$ cat config.mk
export PLATFORM = sky130hd
export DESIGN_NAME = slot_pool_allocator_unit_flat
export DESIGN_NICKNAME = d
export VERILOG_FILES = /design/src/rtl/core/spa_pkg.sv /design/src/rtl/core/spa_if.sv /design/src/rtl/core/spa_ctrl.sv /design/src/rtl/core/spa_datapath.sv /design/src/rtl/core/slot_pool_allocator_unit.sv /design/src/flat_wrapper.sv
export SDC_FILE = /design/constraint.sdc
export NUM_CORES = 2
export LEC_CHECK = 0
export ABC_AREA = 1
export ABC_CLOCK_PERIOD_IN_PS = 12700
export BUFFER_PORTS_ARGS = -buffer_cell sky130_fd_sc_hd__clkbuf_2
export CORE_ASPECT_RATIO = 1.5
export CORE_UTILIZATION = 55
export DETAILED_ROUTE_END_ITERATION = 10
export PLACE_DENSITY = 0.71
export RECOVER_POWER = 50
export SKIP_LAST_GASP = 1
export SYNTH_ARGS = -nofsm -noshare
export SYNTH_HDL_FRONTEND = slang
export SYNTH_SLANG_ARGS = --single-unit
$ cat constraint.sdc
create_clock -name clk -period 12.7 [get_ports clk]
set_input_delay 0 -clock clk [delete_from_list [all_inputs] [get_ports clk]]
set_output_delay 0 -clock clk [all_outputs]
set_load 0.02 [all_outputs]
$ cat src/rtl/core/spa_pkg.sv
// Shared types and constants for the slot pool allocator.
package spa_pkg;

    localparam int IDX_W     = 6;
    localparam int WDATA_W   = 32;
    localparam int CNT_OUT_W = 7;

    typedef enum logic [1:0] {
        CMD_ADD    = 2'd0,
        CMD_REMOVE = 2'd1,
        CMD_READ   = 2'd2
    } cmd_t;

    typedef struct packed {
        logic capture;
        logic execute;
    } spa_ctrl_t;

endpackage

$ cat src/rtl/core/spa_if.sv
// Command and result channel interfaces of the slot pool allocator.
interface spa_cmd_if
    import spa_pkg::*;
();
    logic               valid;
    logic               ready;
    logic [1:0]         cmd;
    logic [IDX_W-1:0]   slot_index;
    logic [WDATA_W-1:0] write_data;

    modport source (output valid, cmd, slot_index, write_data, input ready);
    modport sink   (input valid, cmd, slot_index, write_data, output ready);
endinterface

interface spa_res_if
    import spa_pkg::*;
();
    logic                 valid;
    logic                 ready;
    logic [IDX_W-1:0]     result_slot;
    logic [WDATA_W-1:0]   read_data;
    logic                 hit;
    logic                 pool_full;
    logic [CNT_OUT_W-1:0] live_objects;
    logic [CNT_OUT_W-1:0] slots_used;

    modport source (output valid, result_slot, read_data, hit, pool_full, live_objects,
                    slots_used, input ready);
    modport sink   (input valid, result_slot, read_data, hit, pool_full, live_objects,
                    slots_used, output ready);
endinterface

$ cat src/rtl/core/spa_ctrl.sv
// Sequencing state machine of the slot pool allocator.
module spa_ctrl
    import spa_pkg::*;
(
    input  logic      clk,
    input  logic      rst_n,
    input  logic      in_valid,
    output logic      in_ready,
    output logic      out_valid,
    input  logic      out_ready,
    output spa_ctrl_t ctl
);

    typedef enum logic [2:0] {
        ST_IDLE = 3'b001,
        ST_EXEC = 3'b010,
        ST_DONE = 3'b100
    } state_t;

    state_t state_reg;
    state_t state_next;

    // a new beat may enter as the finished one leaves
    assign in_ready    = (state_reg == ST_IDLE) || ((state_reg == ST_DONE) && out_ready);
    assign out_valid   = (state_reg == ST_DONE);
    assign ctl.capture = in_valid && in_ready;
    assign ctl.execute = (state_reg == ST_EXEC);

    always_comb
    begin
        state_next = state_reg;
        unique case (state_reg)
            ST_IDLE:
            begin
                if (ctl.capture)
                    state_next = ST_EXEC;
            end
            ST_EXEC:
            begin
                state_next = ST_DONE;
            end
            ST_DONE:
            begin
                priority if (ctl.capture)
                    state_next = ST_EXEC;
                else if (out_ready)
                    state_next = ST_IDLE;
            end
            default:
            begin
                state_next = ST_IDLE;
            end
        endcase
    end

    always_ff @(posedge clk or negedge rst_n)
    begin
        if (!rst_n)
            state_reg <= ST_IDLE;
        else
            state_reg <= state_next;
    end

endmodule

$ cat src/rtl/core/spa_datapath.sv
// Valid bitmap, first-free search, counters and slot store.
module spa_datapath
    import spa_pkg::*;
#(
    parameter int CAPACITY   = 64,
    parameter int DATA_WIDTH = 32
)
(
    input  logic                 clk,
    input  logic                 rst_n,
    input  spa_ctrl_t            ctl,
    input  logic [1:0]           cmd,
    input  logic [IDX_W-1:0]     slot_index,
    input  logic [WDATA_W-1:0]   write_data,
    output logic [IDX_W-1:0]     result_slot,
    output logic [WDATA_W-1:0]   read_data,
    output logic                 hit,
    output logic                 pool_full,
    output logic [CNT_OUT_W-1:0] live_objects,
    output logic [CNT_OUT_W-1:0] slots_used
);

    // Only slots below 64 can be addressed, so only they can ever be freed
    // or read; slots above are counted but hold no bit and no data.
    localparam int VW     = (CAPACITY < (1 << IDX_W)) ? CAPACITY : (1 << IDX_W);
    localparam int MW     = $clog2(VW);
    localparam int CNT_W  = $clog2(CAPACITY + 1);
    localparam int SW     = (DATA_WIDTH < WDATA_W) ? DATA_WIDTH : WDATA_W;

    cmd_t             cmd_reg;
    logic [IDX_W-1:0] idx_reg;
    logic [SW-1:0]    wdata_reg;

    logic [VW-1:0]    valid_reg, valid_next;
    logic [CNT_W-1:0] hw_reg, hw_next;
    logic [CNT_W-1:0] live_reg, live_next;

    logic [IDX_W-1:0] rslot_reg, rslot_next;
    logic             hit_reg, hit_next;
    logic             full_reg, full_next;
    logic             rden_reg, rden_next;

    logic [SW-1:0]    mem [VW];
    logic [SW-1:0]    mem_q;

    logic [VW-1:0]    free;
    logic             found_low;
    logic [MW-1:0]    low_idx;
    logic             in_range;
    logic [MW-1:0]    idx_m;
    logic             slot_hit;
    logic             hw_room;
    logic [CNT_W-1:0] target;
    logic             add_ok;
    logic             tgt_in_mem;
    logic [MW-1:0]    tgt_m;
    logic             mem_we;

    // lowest clear bit below the high-water mark
    always_comb
    begin
        for (int i = 0; i < VW; i++)
            free[i] = !valid_reg[i] && (CNT_W'(i) < hw_reg);
        found_low = 1'b0;
        low_idx   = '0;
        for (int i = VW - 1; i >= 0; i--)
        begin
            if (free[i])
            begin
                found_low = 1'b1;
                low_idx   = MW'(i);
            end
        end
    end

    assign in_range   = ({1'b0, idx_reg} < (IDX_W + 1)'(VW));
    assign idx_m      = idx_reg[MW-1:0];
    assign slot_hit   = in_range && valid_reg[idx_m];
    assign hw_room    = (hw_reg < CNT_W'(CAPACITY));
    assign target     = found_low ? CNT_W'(low_idx) : hw_reg;
    assign add_ok     = found_low || hw_room;
    assign tgt_in_mem = (target < CNT_W'(VW));
    assign tgt_m      = target[MW-1:0];

    always_comb
    begin
        valid_next = valid_reg;
        hw_next    = hw_reg;
        live_next  = live_reg;
        rslot_next = rslot_reg;
        hit_next   = hit_reg;
        full_next  = full_reg;
        rden_next  = rden_reg;
        mem_we     = 1'b0;
        if (ctl.execute)
        begin
            rslot_next = idx_reg;
            hit_next   = 1'b0;
            full_next  = 1'b0;
            rden_next  = 1'b0;
            unique case (cmd_reg)
                CMD_ADD:
                begin
                    if (add_ok)
                    begin
                        if (tgt_in_mem)
                        begin
                            valid_next[tgt_m] = 1'b1;
                            mem_we            = 1'b1;
                        end
                        if (!found_low)
                            hw_next = hw_reg + CNT_W'(1);
                        live_next  = live_reg + CNT_W'(1);
                        rslot_next = IDX_W'(target);
                        hit_next   = 1'b1;
                    end
                    else
                    begin
                        rslot_next = '0;
                        full_next  = 1'b1;
                    end
                end
                CMD_REMOVE:
                begin
                    if (slot_hit)
                    begin
                        valid_next[idx_m] = 1'b0;
                        live_next         = live_reg - CNT_W'(1);
                    end
                end
                CMD_READ:
                begin
                    hit_next  = slot_hit;
                    rden_next = slot_hit;
                end
                default:
                begin
                    hit_next = 1'b0;
                end
            endcase
        end
    end

    always_ff @(posedge clk or negedge rst_n)
    begin
        if (!rst_n)
        begin
            valid_reg <= '0;
            hw_reg    <= '0;
            live_reg  <= '0;
        end
        else
        begin
            valid_reg <= valid_next;
            hw_reg    <= hw_next;
            live_reg  <= live_next;
        end
    end

    always_ff @(posedge clk)
    begin
        if (ctl.capture)
        begin
            cmd_reg   <= cmd_t'(cmd);
            idx_reg   <= slot_index;
            wdata_reg <= write_data[SW-1:0];
        end
        rslot_reg <= rslot_next;
        hit_reg   <= hit_next;
        full_reg  <= full_next;
        rden_reg  <= rden_next;
    end

    always_ff @(posedge clk)
    begin
        if (mem_we)
            mem[tgt_m] <= wdata_reg;
        if (ctl.execute)
            mem_q <= mem[idx_m];
    end

    assign result_slot  = rslot_reg;
    assign read_data    = rden_reg ? WDATA_W'(mem_q) : '0;
    assign hit          = hit_reg;
    assign pool_full    = full_reg;
    assign live_objects = CNT_OUT_W'(live_reg);
    assign slots_used   = CNT_OUT_W'(hw_reg);

endmodule

$ cat src/rtl/core/slot_pool_allocator_unit.sv
// Slot pool allocator top level: controller, datapath and checks.
// A command beat is captured into the command registers, executed in the execute
// state, and its registered result beat is presented in the done state.
// A new command is not taken while one executes; a new beat can be taken in the cycle
// the previous result leaves, and a stalled result beat holds off new commands. The
// first-free priority search and registered slot-store read share the execute state.
// Reset: asynchronous, active low; clears valid marks and both counters at once.
module slot_pool_allocator_unit
    import spa_pkg::*;
#(
    parameter int CAPACITY   = 64,
    parameter int DATA_WIDTH = 32
)
(
    input logic       clk,
    input logic       rst_n,
    spa_cmd_if.sink   req,
    spa_res_if.source rsp
);

    spa_ctrl_t ctl;

    spa_ctrl u_ctrl (
        .clk       (clk),
        .rst_n     (rst_n),
        .in_valid  (req.valid),
        .in_ready  (req.ready),
        .out_valid (rsp.valid),
        .out_ready (rsp.ready),
        .ctl       (ctl)
    );

    spa_datapath #(
        .CAPACITY   (CAPACITY),
        .DATA_WIDTH (DATA_WIDTH)
    ) u_datapath (
        .clk          (clk),
        .rst_n        (rst_n),
        .ctl          (ctl),
        .cmd          (req.cmd),
        .slot_index   (req.slot_index),
        .write_data   (req.write_data),
        .result_slot  (rsp.result_slot),
        .read_data    (rsp.read_data),
        .hit          (rsp.hit),
        .pool_full    (rsp.pool_full),
        .live_objects (rsp.live_objects),
        .slots_used   (rsp.slots_used)
    );

    a_stall_blocks_input: assert property (@(posedge clk) disable iff (!rst_n)
        (rsp.valid && !rsp.ready) |-> !req.ready)
        else $error("command taken while result beat is stalled");

    a_result_timing: assert property (@(posedge clk) disable iff (!rst_n)
        (req.valid && req.ready) |=> !rsp.valid ##1 rsp.valid)
        else $error("result beat not presented two cycles after command");

    a_hit_excl_full: assert property (@(posedge clk) disable iff (!rst_n)
        rsp.valid |-> !(rsp.hit && rsp.pool_full))
        else $error("hit and pool_full both set");

    a_full_at_capacity: assert property (@(posedge clk) disable iff (!rst_n)
        (rsp.valid && rsp.pool_full) |-> (rsp.slots_used == CNT_OUT_W'(CAPACITY)))
        else $error("add refused below capacity");

endmodule
$ cat src/flat_wrapper.sv
// flat-port wrapper written by rule: the top's interface ports become plain ports
module slot_pool_allocator_unit_flat import spa_pkg::*;
#(
    parameter int CAPACITY   = 64,
    parameter int DATA_WIDTH = 32
)
  (clk, rst_n, req_valid, req_cmd, req_slot_index, req_write_data, req_ready, rsp_valid, rsp_result_slot, rsp_read_data, rsp_hit, rsp_pool_full, rsp_live_objects, rsp_slots_used, rsp_ready);
  spa_cmd_if req_i ();
  spa_res_if rsp_i ();
  input logic clk;
  input logic rst_n;
  input wire logic [$bits(req_i.valid)-1:0] req_valid;
  input wire logic [$bits(req_i.cmd)-1:0] req_cmd;
  input wire logic [$bits(req_i.slot_index)-1:0] req_slot_index;
  input wire logic [$bits(req_i.write_data)-1:0] req_write_data;
  output wire logic [$bits(req_i.ready)-1:0] req_ready;
  output wire logic [$bits(rsp_i.valid)-1:0] rsp_valid;
  output wire logic [$bits(rsp_i.result_slot)-1:0] rsp_result_slot;
  output wire logic [$bits(rsp_i.read_data)-1:0] rsp_read_data;
  output wire logic [$bits(rsp_i.hit)-1:0] rsp_hit;
  output wire logic [$bits(rsp_i.pool_full)-1:0] rsp_pool_full;
  output wire logic [$bits(rsp_i.live_objects)-1:0] rsp_live_objects;
  output wire logic [$bits(rsp_i.slots_used)-1:0] rsp_slots_used;
  input wire logic [$bits(rsp_i.ready)-1:0] rsp_ready;
  assign req_i.valid = req_valid;
  assign req_i.cmd = req_cmd;
  assign req_i.slot_index = req_slot_index;
  assign req_i.write_data = req_write_data;
  assign req_ready = req_i.ready;
  assign rsp_valid = rsp_i.valid;
  assign rsp_result_slot = rsp_i.result_slot;
  assign rsp_read_data = rsp_i.read_data;
  assign rsp_hit = rsp_i.hit;
  assign rsp_pool_full = rsp_i.pool_full;
  assign rsp_live_objects = rsp_i.live_objects;
  assign rsp_slots_used = rsp_i.slots_used;
  assign rsp_i.ready = rsp_ready;
  slot_pool_allocator_unit #(.CAPACITY(CAPACITY), .DATA_WIDTH(DATA_WIDTH)) u_core (.clk(clk), .rst_n(rst_n), .req(req_i), .rsp(rsp_i));
endmodule
==> summary.txt <==
Die H: 480 um
Largest net degree at the start of global routing: 112
CP max FO: 32
Lkg Pwr: 30.5 nW
Placer congestion estimate: 0.974
First-pass GRT wire length: 359 mm
Tmin final: 7.28 ns
Port Buffers: 99
EDFF count, synth: 2,129
Worst Skew: 0.0375 ns
Seq cells post-synth: 2,210
Dpl hpwl: 149 mm
CTS tree: built
DIE AREA: 154,000 um^2
Top delay family on crit path: simple AND/OR/NAND/NOR gates
Vias in the first global route: 49,600
Final setup viols: 0
Ports: 100
Drt initial violations: 8,119
Failing checks: capacitance limit, slew limit
Largest register FFs: 2,048
1st-pass router iterations: 8
Required @ worst endpoint: 13.16 ns
Core Footprint: 152,000 um^2
Final wirelength: 255 mm
CP peak stage delay: 0.93 ns
Num rows: 175
YS warnings: 0
Clock Sinks: 2,210
Final worst-path cycle share: 57.3%
Fillers: 10,900
Final Hold Vio Count: 0
DR vias: 52,200
Main synth FF type: edfxtp_1
CP startpoint kind: register
Ys async rst share: 3.67%
Post-Syn Area per Cell: 15.3 um^2
Initial antenna violation count: 7
PostCTS Resize Cnt: 0
PD cells: 190 nW/um^2
Max-slew violation count: 2,192
VDD IR max: 0.000119 V
Synthesis-to-layout area growth: 12.4%
Avg WL per Cell: 32.5 um
Post-Syn Area: 83,800 um^2
Crit Path Category: register to register
RR Startpoint: u_core.u_datapath.slots_used[2]
Max Clk Rate: 137 MHz
Total Nets Final: 5,706
Starting Density: 55.3%
Worst slew pin tran: 4.56 ns
CP Data Arrival Time: 7.74 ns
Final core occ: 62.2%
Min Hold Slack: 0.0999 ns
Setup TNS: 0 ns
Pre-CTS WS: 5.65 ns
Sequential area share after synthesis: 78.7%
Crit path capture type: register
Post-Syn Instances: 5,477
Crit path from: u_core.u_datapath.slots_used[2]
Share of cells above drive strength 1: 9.85%
CP bufs+invs: 4
Startpoint of the worst hold path: rsp_ready
Via density per instance: 6.65
CTS root buffer: clkbuf_16
Global Route Usage Sum: 33.1%
Relative slew slack: -204%
Worst Slack Setup Final: 5.42 ns
Power Total: 17.9 mW
CTS clk-pin slew, worst paths: 0.07 ns
GRT Residual Overflow: 0
Post-synth cell types: 51
Cell Chain, Critical Path: nor2_1 > inv_2 > nor2_2 > inv_1 > o211ai_1 > nand2_1 > nor3_1 > nand3_1 > nor4_1 > nand2_1 > o21ai_1 > inv_2 > nor2_2 > buf_4 > nand4_1 > nor2_4
# DRC: 0
Clock Latency Late Sink: 0.87 ns
Total CTS buffers: 192
Outcome: complete, but fails checks
Die Width: 321 um
Slowest CP cell: nor2_4
Post-Synthesis Net Count: 5,528
RSZ-0062 raised after global routing: no
Clk buf depth: 3
Remaining antenna violation count after routing: 0
H-Tree Depth: 4
Max_cap viols: 36
HP Class: primary input to register
==> timing repair <==
item / 4_1_cts / 5_1_grt
buffers inserted: 0 / 0
hold buffers: 87 / 0
hold endpoints to repair: 135 / 0
==> worst register-to-register path, cell delays in order (launching register included) <==
cell and delay, ns:
dfrtp_1 0.54, nor2_1 0.31, inv_2 0.14, nor2_2 0.34, inv_1 0.16, o211ai_1 0.26, nand2_1 0.14, nor3_1 0.26
nand3_1 0.17, nor4_1 0.84, nand2_1 0.34, o21ai_1 0.79, inv_2 0.24, nor2_2 0.85, buf_4 0.37, nand4_1 0.20
nor2_4 0.93
==> layout make-up <==
class	count	area [um^2]	area share, %
flip-flops and latches	2210	66000	70.0
clock buffers	235	5060	5.37
diodes	4	10.0	0.0106
well taps	2035	2550	2.70
multi-input cells	2747	16500	17.5
repair buffers	300	2160	2.29
inverters	204	766	0.813
clock inverters	112	1260	1.33
==> per-stage QoR <==
stage	std cells	area [um^2]
after detailed placement	7409	87200
after global placement	7409	87200
after global routing	7844	94200
after CTS	7843	94400
final	7847	94200
after floorplan	5477	83800
==> cells in the final DEF (no fill, tap or decap), types with 12 or more instances in the layout <==
cell type,n
edfxtp_1,2129
nand2_1,898
a22oi_1,324
nand4_1,321
a221oi_1,264
a22o_1,236
clkbuf_16,194
nor2_1,175
inv_1,172
a21oi_1,139
clkbuf_1,103
dlygate4sd3_1,86
nor3_1,80
dfrtp_1,80
buf_4,71
clkbuf_2,67
nor2_4,66
nand3_1,45
clkinv_2,38
clkinv_1,32
o22ai_1,28
inv_2,26
o211ai_1,21
a211oi_1,20
bufinv_16,20
nor3_2,16
o21ai_0,15
o21ai_1,15
xor2_1,12
==> logic make-up after synthesis <==
| family | Yosys count | share of synthesized area [%] |
|---|---|---|
| compound gates | 1092 | 10.0 |
| fa+ha+maj | 7 | 0.113 |
| flops | 2210 | 78.7 |
| xor+xnor | 12 | 0.125 |
| buf+inv | 520 | 2.39 |
| simple gates | 1636 | 8.67 |
==> cell usage after synthesis, types with 25 or more instances <==
library cell,number,area share [%]
a22oi_1,324,2.9
inv_2,25,0.11
a21oi_1,140,0.84
nor2_1,242,1.1
nand3_1,46,0.27
clkbuf_1,257,1.2
nand2_1,900,4.0
inv_1,173,0.77
nand4_1,321,2.4
o22ai_1,28,0.21
a221oi_1,264,2.8
buf_1,51,0.23
edfxtp_1,2129,76
a22o_1,236,2.5
nor3_1,96,0.57
dfrtp_1,80,2.4
==> worst paths after layout <==
path                                                     end  slack, ns  cells past startpoint
hold reg to reg            u_core.u_datapath.live_objects[6]       0.47                      1
setup reg to reg                u_core.u_datapath.mem[4][16]       5.42                     16
hold / removal                    u_core.u_ctrl.state_reg[1]        0.1                      4
min in group asynchronous     u_core.u_datapath.valid_reg[4]       1.11                      4
max in group asynchronous     u_core.u_datapath.valid_reg[8]       8.40                      4
setup / recovery                u_core.u_datapath.mem[4][16]       5.42                     16
==> power breakdown <==
group | switching (mW) | total, mW | internal (mW)
Combinational | 2.68 | 3.37 | 0.691
Sequential | 0.0651 | 8.63 | 8.57
Clock | 2.68 | 5.94 | 3.27
==> metal layers <==
layer  vias to the layer above  part of all wire, %  global-route usage, %
li1                      21800                    -                      -
met4                         4                  6.5                   18.4
met3                       605                   11                   7.05
met5                         -               0.0082                      0
met2                      3542                   47                   51.3
met1                     26300                   36                   43.8
(Power assumes the default switching activity.)
